==> config.mk <==
export PLATFORM = sky130hd
export DESIGN_NAME = sha224_stream_hasher
export DESIGN_NICKNAME = d
export VERILOG_FILES = /design/src/design/sha224_pkg.sv /design/src/design/sha224_msg.sv /design/src/design/sha224_round.sv /design/src/design/sha224_stream_hasher.sv
export SDC_FILE = /design/constraint.sdc
export NUM_CORES = 2
export LEC_CHECK = 0
export ABC_AREA = 1
export BUFFER_PORTS_ARGS = -buffer_cell sky130_fd_sc_hd__buf_2
export CORE_MARGIN = 2
export CORE_UTILIZATION = 55
export CTS_CLUSTER_SIZE = 16
export DETAILED_ROUTE_END_ITERATION = 6
export PLACE_DENSITY = 0.79
export SLEW_MARGIN = 20
export SYNTH_ARGS = -nofsm -noshare
export SYNTH_HDL_FRONTEND = slang
export SYNTH_HIERARCHICAL = 1
export SYNTH_SLANG_ARGS = --single-unit
==> constraint.sdc <==
create_clock -name clk -period 14.3 [get_ports clk]
set_clock_uncertainty 0.05 [all_clocks]
set_input_delay 0.715 -clock clk [delete_from_list [all_inputs] [get_ports clk]]
set_output_delay 0.715 -clock clk [all_outputs]
set_load 0.01 [all_outputs]
==> src/design/sha224_pkg.sv <==
// Shared types, constants and round functions for the SHA-224 hasher.
package sha224_pkg;

  typedef logic [31:0] word_t;

  typedef struct packed {
    logic       opcode;
    logic [7:0] data_byte;
  } in_t;

  typedef struct packed {
    logic [31:0] digest_word;
    logic [2:0]  word_index;
    logic        last_word;
  } out_t;

  typedef enum logic [2:0] {
    ST_IDLE,
    ST_PAD,
    ST_LEN,
    ST_COMP,
    ST_ADD,
    ST_OUT
  } state_t;

  localparam logic OP_ABSORB = 1'b0;
  localparam logic OP_FINAL  = 1'b1;

  localparam int BLOCK_BYTES  = 64;
  localparam int LEN_POS      = 56;
  localparam int ROUNDS       = 64;
  localparam int DIGEST_WORDS = 7;
  localparam int FILL_W       = $clog2(BLOCK_BYTES) + 1;
  localparam int RND_W        = $clog2(ROUNDS);
  localparam int COUNT_W      = 61;
  localparam int LEN_W        = 64;

  localparam logic [7:0] PAD_BYTE  = 8'h80;
  localparam logic [7:0] ZERO_BYTE = 8'h00;

  typedef struct packed {
    logic       byte_shift;
    logic [7:0] byte_in;
    logic       word_shift;
  } msg_ctl_t;

  typedef struct packed {
    logic             init;
    logic             load;
    logic             step;
    logic             accum;
    logic [RND_W-1:0] rnd;
  } rnd_ctl_t;

  function automatic word_t iv_word(input logic [2:0] i);
    word_t r;
    unique case (i)
      3'd0: r = 32'hc1059ed8;
      3'd1: r = 32'h367cd507;
      3'd2: r = 32'h3070dd17;
      3'd3: r = 32'hf70e5939;
      3'd4: r = 32'hffc00b31;
      3'd5: r = 32'h68581511;
      3'd6: r = 32'h64f98fa7;
      3'd7: r = 32'hbefa4fa4;
    endcase
    return r;
  endfunction

  function automatic word_t k_word(input logic [RND_W-1:0] i);
    word_t r;
    unique case (i)
      6'd0:  r = 32'h428A2F98;  6'd1:  r = 32'h71374491;
      6'd2:  r = 32'hB5C0FBCF;  6'd3:  r = 32'hE9B5DBA5;
      6'd4:  r = 32'h3956C25B;  6'd5:  r = 32'h59F111F1;
      6'd6:  r = 32'h923F82A4;  6'd7:  r = 32'hAB1C5ED5;
      6'd8:  r = 32'hD807AA98;  6'd9:  r = 32'h12835B01;
      6'd10: r = 32'h243185BE;  6'd11: r = 32'h550C7DC3;
      6'd12: r = 32'h72BE5D74;  6'd13: r = 32'h80DEB1FE;
      6'd14: r = 32'h9BDC06A7;  6'd15: r = 32'hC19BF174;
      6'd16: r = 32'hE49B69C1;  6'd17: r = 32'hEFBE4786;
      6'd18: r = 32'h0FC19DC6;  6'd19: r = 32'h240CA1CC;
      6'd20: r = 32'h2DE92C6F;  6'd21: r = 32'h4A7484AA;
      6'd22: r = 32'h5CB0A9DC;  6'd23: r = 32'h76F988DA;
      6'd24: r = 32'h983E5152;  6'd25: r = 32'hA831C66D;
      6'd26: r = 32'hB00327C8;  6'd27: r = 32'hBF597FC7;
      6'd28: r = 32'hC6E00BF3;  6'd29: r = 32'hD5A79147;
      6'd30: r = 32'h06CA6351;  6'd31: r = 32'h14292967;
      6'd32: r = 32'h27B70A85;  6'd33: r = 32'h2E1B2138;
      6'd34: r = 32'h4D2C6DFC;  6'd35: r = 32'h53380D13;
      6'd36: r = 32'h650A7354;  6'd37: r = 32'h766A0ABB;
      6'd38: r = 32'h81C2C92E;  6'd39: r = 32'h92722C85;
      6'd40: r = 32'hA2BFE8A1;  6'd41: r = 32'hA81A664B;
      6'd42: r = 32'hC24B8B70;  6'd43: r = 32'hC76C51A3;
      6'd44: r = 32'hD192E819;  6'd45: r = 32'hD6990624;
      6'd46: r = 32'hF40E3585;  6'd47: r = 32'h106AA070;
      6'd48: r = 32'h19A4C116;  6'd49: r = 32'h1E376C08;
      6'd50: r = 32'h2748774C;  6'd51: r = 32'h34B0BCB5;
      6'd52: r = 32'h391C0CB3;  6'd53: r = 32'h4ED8AA4A;
      6'd54: r = 32'h5B9CCA4F;  6'd55: r = 32'h682E6FF3;
      6'd56: r = 32'h748F82EE;  6'd57: r = 32'h78A5636F;
      6'd58: r = 32'h84C87814;  6'd59: r = 32'h8CC70208;
      6'd60: r = 32'h90BEFFFA;  6'd61: r = 32'hA4506CEB;
      6'd62: r = 32'hBEF9A3F7;  6'd63: r = 32'hC67178F2;
    endcase
    return r;
  endfunction

  function automatic word_t big_s0(input word_t x);
    return {x[1:0], x[31:2]} ^ {x[12:0], x[31:13]} ^ {x[21:0], x[31:22]};
  endfunction

  function automatic word_t big_s1(input word_t x);
    return {x[5:0], x[31:6]} ^ {x[10:0], x[31:11]} ^ {x[24:0], x[31:25]};
  endfunction

  function automatic word_t small_s0(input word_t x);
    return {x[6:0], x[31:7]} ^ {x[17:0], x[31:18]} ^ {3'b000, x[31:3]};
  endfunction

  function automatic word_t small_s1(input word_t x);
    return {x[16:0], x[31:17]} ^ {x[18:0], x[31:19]} ^ {10'd0, x[31:10]};
  endfunction

endpackage

==> src/design/sha224_msg.sv <==
// Block buffer that fills one byte at a time and then runs the message schedule.
module sha224_msg
  import sha224_pkg::*;
(
  input  logic     clk,
  input  msg_ctl_t ctl,
  output word_t    w_cur
);

  logic [511:0] buf_r;
  logic [511:0] buf_nxt;
  word_t        w0;
  word_t        w1;
  word_t        w9;
  word_t        w14;
  word_t        w_new;

  assign w0    = buf_r[511:480];
  assign w1    = buf_r[479:448];
  assign w9    = buf_r[223:192];
  assign w14   = buf_r[63:32];
  assign w_new = small_s1(w14) + w9 + small_s0(w1) + w0;
  assign w_cur = w0;

  always_comb begin
    buf_nxt = buf_r;
    if (ctl.byte_shift) begin
      buf_nxt = {buf_r[503:0], ctl.byte_in};
    end else if (ctl.word_shift) begin
      buf_nxt = {buf_r[479:0], w_new};
    end
  end

  always_ff @(posedge clk) begin
    buf_r <= buf_nxt;
  end

endmodule

==> src/design/sha224_round.sv <==
// Hash words, working variables and the shared compression round unit.
module sha224_round
  import sha224_pkg::*;
(
  input  logic             clk,
  input  logic             rst_n,
  input  rnd_ctl_t         ctl,
  input  word_t            w_cur,
  output word_t [7:0]      hash_o
);

  word_t [7:0] hash_r;
  word_t [7:0] hash_nxt;
  word_t [7:0] v_r;
  word_t [7:0] v_nxt;
  word_t       t1;
  word_t       t2;
  word_t       ch;
  word_t       maj;

  assign ch  = (v_r[4] & v_r[5]) ^ (~v_r[4] & v_r[6]);
  assign maj = (v_r[0] & v_r[1]) ^ (v_r[0] & v_r[2]) ^ (v_r[1] & v_r[2]);
  assign t1  = v_r[7] + big_s1(v_r[4]) + ch + k_word(ctl.rnd) + w_cur;
  assign t2  = big_s0(v_r[0]) + maj;

  always_comb begin
    hash_nxt = hash_r;
    v_nxt    = v_r;
    if (ctl.init) begin
      for (int i = 0; i < 8; i++) begin
        hash_nxt[i] = iv_word(3'(i));
      end
    end else if (ctl.accum) begin
      for (int i = 0; i < 8; i++) begin
        hash_nxt[i] = hash_r[i] + v_r[i];
      end
    end
    if (ctl.load) begin
      v_nxt = hash_r;
    end else if (ctl.step) begin
      v_nxt[7] = v_r[6];
      v_nxt[6] = v_r[5];
      v_nxt[5] = v_r[4];
      v_nxt[4] = v_r[3] + t1;
      v_nxt[3] = v_r[2];
      v_nxt[2] = v_r[1];
      v_nxt[1] = v_r[0];
      v_nxt[0] = t1 + t2;
    end
  end

  always_ff @(posedge clk) begin
    if (!rst_n) begin
      for (int i = 0; i < 8; i++) begin
        hash_r[i] <= iv_word(3'(i));
      end
    end else begin
      hash_r <= hash_nxt;
    end
    v_r <= v_nxt;
  end

  assign hash_o = hash_r;

endmodule

==> src/design/sha224_stream_hasher.sv <==
// Top level of the SHA-224 stream hasher: sequencer, padding and digest output.
//
//   Channel  Direction  Payload  Handshake
//   in_      input      in_t     in_valid / in_ready
//   out_     output     out_t    out_valid / out_ready
//
// An absorbed byte is taken in IDLE; the byte that completes a block starts
// compression (64 rounds of the single round unit in COMP and one accumulate in
// ADD; the working variables load in the cycle that takes the byte).
// Finalize pads one byte per cycle up to the length field, shifts in eight length
// bytes, compresses one or two blocks and then offers seven digest transactions.
// Reset is synchronous and loads the initial hash values; out_ready may stall the
// digest words for any time, and no input is taken until the last word is taken.
module sha224_stream_hasher
  import sha224_pkg::*;
(
  input  logic clk,
  input  logic rst_n,
  input  logic in_valid,
  output logic in_ready,
  input  in_t  in_data,
  output logic out_valid,
  input  logic out_ready,
  output out_t out_data
);

  state_t              state_r;
  state_t              state_nxt;
  logic [FILL_W-1:0]   fill_r;
  logic [FILL_W-1:0]   fill_nxt;
  logic [COUNT_W-1:0]  count_r;
  logic [COUNT_W-1:0]  count_nxt;
  logic [LEN_W-1:0]    len_r;
  logic [LEN_W-1:0]    len_nxt;
  logic [RND_W-1:0]    rnd_r;
  logic [RND_W-1:0]    rnd_nxt;
  logic [2:0]          idx_r;
  logic [2:0]          idx_nxt;
  logic                fin_r;
  logic                fin_nxt;
  logic                last_blk_r;
  logic                last_blk_nxt;
  msg_ctl_t            mctl;
  rnd_ctl_t            rctl;
  word_t               w_cur;
  word_t [7:0]         hash;

  sha224_msg u_msg (
    .clk   (clk),
    .ctl   (mctl),
    .w_cur (w_cur)
  );

  sha224_round u_round (
    .clk    (clk),
    .rst_n  (rst_n),
    .ctl    (rctl),
    .w_cur  (w_cur),
    .hash_o (hash)
  );

  always_ff @(posedge clk) begin
    if (!rst_n) begin
      state_r <= ST_IDLE;
    end else begin
      state_r <= state_nxt;
    end
  end

  always_comb begin
    state_nxt       = state_r;
    fill_nxt        = fill_r;
    count_nxt       = count_r;
    len_nxt         = len_r;
    rnd_nxt         = rnd_r;
    idx_nxt         = idx_r;
    fin_nxt         = fin_r;
    last_blk_nxt    = last_blk_r;
    mctl            = '0;
    rctl            = '0;
    rctl.rnd        = rnd_r;
    in_ready        = 1'b0;
    out_valid       = 1'b0;
    unique case (state_r)
      ST_IDLE: begin
        in_ready = 1'b1;
        if (in_valid) begin
          mctl.byte_shift = 1'b1;
          fill_nxt        = fill_r + 1'b1;
          if (in_data.opcode == OP_ABSORB) begin
            mctl.byte_in = in_data.data_byte;
            count_nxt    = count_r + 1'b1;
            if (fill_r == FILL_W'(BLOCK_BYTES - 1)) begin
              rctl.load = 1'b1;
              rnd_nxt   = '0;
              state_nxt = ST_COMP;
            end
          end else begin
            mctl.byte_in = PAD_BYTE;
            len_nxt      = {count_r, 3'b000};
            fin_nxt      = 1'b1;
            state_nxt    = ST_PAD;
          end
        end
      end
      ST_PAD: begin
        if (fill_r == FILL_W'(BLOCK_BYTES)) begin
          rctl.load = 1'b1;
          rnd_nxt   = '0;
          state_nxt = ST_COMP;
        end else if (fill_r == FILL_W'(LEN_POS)) begin
          state_nxt = ST_LEN;
        end else begin
          mctl.byte_shift = 1'b1;
          mctl.byte_in    = ZERO_BYTE;
          fill_nxt        = fill_r + 1'b1;
        end
      end
      ST_LEN: begin
        mctl.byte_shift = 1'b1;
        mctl.byte_in    = len_r[LEN_W-1 -: 8];
        len_nxt         = {len_r[LEN_W-9:0], 8'h00};
        fill_nxt        = fill_r + 1'b1;
        if (fill_r == FILL_W'(BLOCK_BYTES - 1)) begin
          rctl.load    = 1'b1;
          rnd_nxt      = '0;
          last_blk_nxt = 1'b1;
          state_nxt    = ST_COMP;
        end
      end
      ST_COMP: begin
        rctl.step       = 1'b1;
        mctl.word_shift = 1'b1;
        rnd_nxt         = rnd_r + 1'b1;
        if (rnd_r == RND_W'(ROUNDS - 1)) begin
          state_nxt = ST_ADD;
        end
      end
      ST_ADD: begin
        rctl.accum = 1'b1;
        fill_nxt   = '0;
        if (last_blk_r) begin
          idx_nxt   = '0;
          state_nxt = ST_OUT;
        end else if (fin_r) begin
          state_nxt = ST_PAD;
        end else begin
          state_nxt = ST_IDLE;
        end
      end
      ST_OUT: begin
        out_valid = 1'b1;
        if (out_ready) begin
          idx_nxt = idx_r + 1'b1;
          if (idx_r == 3'(DIGEST_WORDS - 1)) begin
            rctl.init    = 1'b1;
            count_nxt    = '0;
            fill_nxt     = '0;
            fin_nxt      = 1'b0;
            last_blk_nxt = 1'b0;
            state_nxt    = ST_IDLE;
          end
        end
      end
      default: begin
        state_nxt = ST_IDLE;
      end
    endcase
  end

  always_ff @(posedge clk) begin
    if (!rst_n) begin
      fill_r     <= '0;
      count_r    <= '0;
      rnd_r      <= '0;
      idx_r      <= '0;
      fin_r      <= 1'b0;
      last_blk_r <= 1'b0;
    end else begin
      fill_r     <= fill_nxt;
      count_r    <= count_nxt;
      rnd_r      <= rnd_nxt;
      idx_r      <= idx_nxt;
      fin_r      <= fin_nxt;
      last_blk_r <= last_blk_nxt;
    end
    len_r <= len_nxt;
  end

  assign out_data.digest_word = hash[idx_r];
  assign out_data.word_index  = idx_r;
  assign out_data.last_word   = (idx_r == 3'(DIGEST_WORDS - 1));

  a_no_overlap: assert property (@(posedge clk) disable iff (!rst_n)
    !(in_ready && out_valid))
    else $error("Input accepted while a digest transaction is pending.");

  a_fill_bound: assert property (@(posedge clk) disable iff (!rst_n)
    fill_r <= FILL_W'(BLOCK_BYTES))
    else $error("Block fill count exceeds the block size.");

  a_last_to_idle: assert property (@(posedge clk) disable iff (!rst_n)
    (out_valid && out_ready && out_data.last_word) |=> (in_ready && count_r == '0))
    else $error("Hasher did not return to the initial state after the digest.");

  a_add_after_rounds: assert property (@(posedge clk) disable iff (!rst_n)
    (state_r == ST_COMP && rnd_r == RND_W'(ROUNDS - 1)) |=> (state_r == ST_ADD))
    else $error("Compression did not end after the last round.");

endmodule

==> results.md <==
| Quantity | Value | Unit |
|---|---|---|
| Status | finished, violations left | - |
| Failing checks | DRC | - |
| Worst-path maximum fanout | 16 | - |
| Biggest area contributors in the synthesized netlist | edfxtp_1 (30%), nand2_1 (15%), dfxtp_1 (8.0%) | - |
| Maximum frequency from static timing analysis | 0.121 | GHz |
| Slack of the worst reg-to-reg path | 6010 | ps |
| Sink Count | 1167 | - |
| Primary flip-flop cell chosen by synthesis mapping | edfxtp_1 | - |
| Post-Syn Area | 84100 | µm² |
| # DRC | 39 | - |
| Number of nets with antenna violations after routing | 0 | - |
| Type of the worst setup path | flip-flop to flip-flop | - |
| Layout area overhead | 6.85 | % |
| Tightest slew margin relative to the limit | 0.139 | - |
| Number of nets in the layout | 11749 | - |
| Via density per instance | 6.03 | - |
| Warnings, synthesis | 6 | - |
| Number of different library cells in the post-synthesis netlist | 71 | - |
| Last element of the critical path | u_round/v_r[20] | - |
| Die area | 156000 | µm² |
| CTS tree | done | - |
| Initial cell density of the core | 0.554 | - |
| Detailed router's first-iteration violation count | 10591 | - |
| Portion of netlist area occupied by mux cells | 0 | - |
| Maximum root-to-sink buffer count | 3 | - |
| Pin count of the biggest net entering global routing | 273 | - |
| Portion of the post-synthesis area used by sequential elements | 0.376 | - |
| Compound-Gate Fraction of Synth Area | 0.144 | - |
| Total via count after detailed routing | 80120 | - |
| Data required, critical path | 14730 | ps |
| Setup bufs post-CTS | 0 | - |
| Main combinational cell family by area after synthesis | simple AND/OR/NAND/NOR gates | - |
| Startpoint of the worst-slack reg-to-reg timing path | rnd_r[1] | - |
| Number of top-level design ports | 51 | - |
| Max-cap check violation count | 0 | - |
| Hold-fix buffers, CTS | 0 | - |
| Hold path cells | 3 | - |
| Average size of a mapped cell | 7.40 | µm² |
| Clock slew at reported path FFs | 60 | ps |
| Delay contributed by the slowest stage of the critical path | 700 | ps |
| RSZ-0062 raised after global routing | false | - |
| Ratio of final minimum period to clock period | 0.580 | - |
| Standard cell with the maximum stage delay on the critical path | dfxtp_1 | - |
| FF-to-FF path depth | 33 | - |
| Placer Congestion | 1.09 | - |
| Wire length after detailed routing | 330000 | µm |
| Cell taking the most area after synthesis | edfxtp_1 | - |
| Leading post-synthesis cells by instance count | nand2_1 (3339), inv_1 (1504), o21ai_0 (960), nor2_1 (959), edfxtp_1 (829) | - |
| Initial DRT Pass Iterations | 7 | - |
| Setup TNS Final | 0 | ps |
| Syn Nets | 11975 | - |
| Total clock buffers created by CTS | 134 | - |
| Sort of element at the end of the critical path | flip-flop | - |
| Number of instances in the synthesized netlist | 11371 | - |
| Final setup fails | 0 | - |
| Latest clock arrival within the worst-skew pair | 810 | ps |
| Global-route wire length before repair | 480000 | µm |
| GRT Overall Usage | 0.410 | - |
| Synth Area in XOR/XNOR | 0.0384 | - |
| Vias in the first global route | 75608 | - |
| Number of antenna violations at the first check in global routing | 12 | - |
| Core region area | 152000 | µm² |
| Number of gates resized after CTS | 0 | - |
| Horizontal die dimension | 395 | µm |
| Final slew viol count | 0 | - |
| Critical register-to-register path endpoint | u_round/v_r[20] | - |
| Top cell type's share of synthesized area | 0.296 | - |
| Final hold viol count | 0 | - |
| Tmin final | 8290 | ps |
| Most used standard cell by instance count after synthesis | nand2_1 | - |
| Layout cell share with drive strength beyond 1 | 0.0416 | - |
| GR Overflow Total | 0 | - |
| Detailed Place HPWL | 252000 | µm |
| Most repeated library cell on the critical path | inv_1 | - |
| Number of input and output port buffers inserted | 50 | - |
| Kind of start point of the critical path | flip-flop | - |
| Crit. path cell count | 33 | - |
| Worst path top cell family by delay | adder cells | - |
| Slew at the pin closest to its max-slew limit | 1280 | ps |
| Synth async-reset ratio | 0 | - |
| Simple-gate area share of the yosys netlist | 0.244 | - |
| Site row count | 143 | - |
| Synth Register Bits | 1167 | - |
| Die Y-Extent | 395 | µm |
| H-tree depth reported by CTS | 4 | - |
| Adder and majority cell fraction of the synthesized area | 0.105 | - |
| Beginning of the critical path | rnd_r[1] | - |
| Worst path arrival time | 8720 | ps |
| Buffering stage count on the worst path with inverters included | 6 | - |
| Number of synthesized flops with an enable pin | 829 | - |
| Type of the tightest min-delay check | input pin to flip-flop | - |
| Root Buffer | clkbuf_16 | - |
| Routed len/inst | 24.8 | µm |
[how the worst min path moves through the flow]
stage | startpoint | endpoint | slack (ps)
after global placement | fin_r | fin_r | 420
after CTS | rst_n | fill_r[5] | 210
final | rst_n | fill_r[5] | 260
after detailed placement | fin_r | fin_r | 430
after global routing | rst_n | fill_r[5] | 230
after floorplan | fin_r | fin_r | 390
[cells by family (layout without fill, tap and decap cells)]
family	count (synthesis)	after routing
adder cells (fa/ha/maj)	592	592
buffers and inverters	1985	1869
XOR/XNOR	367	367
other	0	3
AO/OA/AOI/OAI	2161	2161
AND/OR/NAND/NOR	5099	5099
flip-flops	1167	1167
[sequential cells by signal, indices dropped and copies added (netlist names), 3 cells and up]
signal          cells
count_r            61
fill_r              7
idx_r               3
len_r              61
rnd_r               6
state_r             3
u_msg/buf_r       512
u_round/hash_o    256
u_round/v_r       256
[per-stage QoR]
stage / hold slack [ps] / area, µm² / utilization / setup WS (ps) / instances
4_1_cts: 210 / 89800 / 0.591 / 6150 / 13284
3_3_place_gp: 417 / 85400 / 0.563 / 6200 / 13038
3_5_place_dp: 430 / 85500 / 0.563 / 6230 / 13038
5_1_grt: 234 / 89900 / 0.592 / 5510 / 13285
6_report: 264 / 89900 / 0.592 / 6010 / 13288
2_1_floorplan: 387 / 84100 / - / 4840 / 11371
[worst reg2reg max path: cells and delay by family, from the launching register on]
| family | cells | cell delay, ps |
|---|---|---|
| adders and majority gates | 6 | 2450 |
| buffers and inverters | 6 | 760 |
| DFF | 1 | 700 |
| and+or+nand+nor | 10 | 1460 |
| AOI/OAI and AO/OA | 10 | 2260 |
| xor gates and xnor gates | 1 | 310 |
[layout by cell type, fill, tap and decap left out, types with 58 or more instances in the layout]
cell type,count
nand2_1,3339
nor3_1,95
xor2_1,194
o32ai_1,62
or2_2,58
dfxtp_1,335
fa_1,195
nor2_1,954
inv_1,1500
nand4_1,79
ha_1,396
xnor2_1,171
o21ai_0,956
edfxtp_1,829
nand3_1,477
clkbuf_16,135
a21oi_1,734
[area by class of cell]
class                           count  area [µm²]
Antenna cell                        3        7.51
Clock buffer                      175        3610
Clock inverter                     71         766
Fill cell                       13826       62000
Inverter                         1514        5710
Multi-Input combinational cell   8219       44800
Sequential cell                  1167       31700
Tap cell                         2030        2540
Timing Repair Buffer              109         776
[routing by layer]
metal	global-route usage	vias to the layer above	routed length [µm]
met5	0	-	113
met2	0.629	4623	143000
met1	0.532	37883	129000
li1	-	36625	-
met4	0.203	18	19200
met3	0.115	971	38000
Power is left out: the tool's default activity adds up to more than one toggle a clock period on the data nets, which glitch-free logic cannot reach.
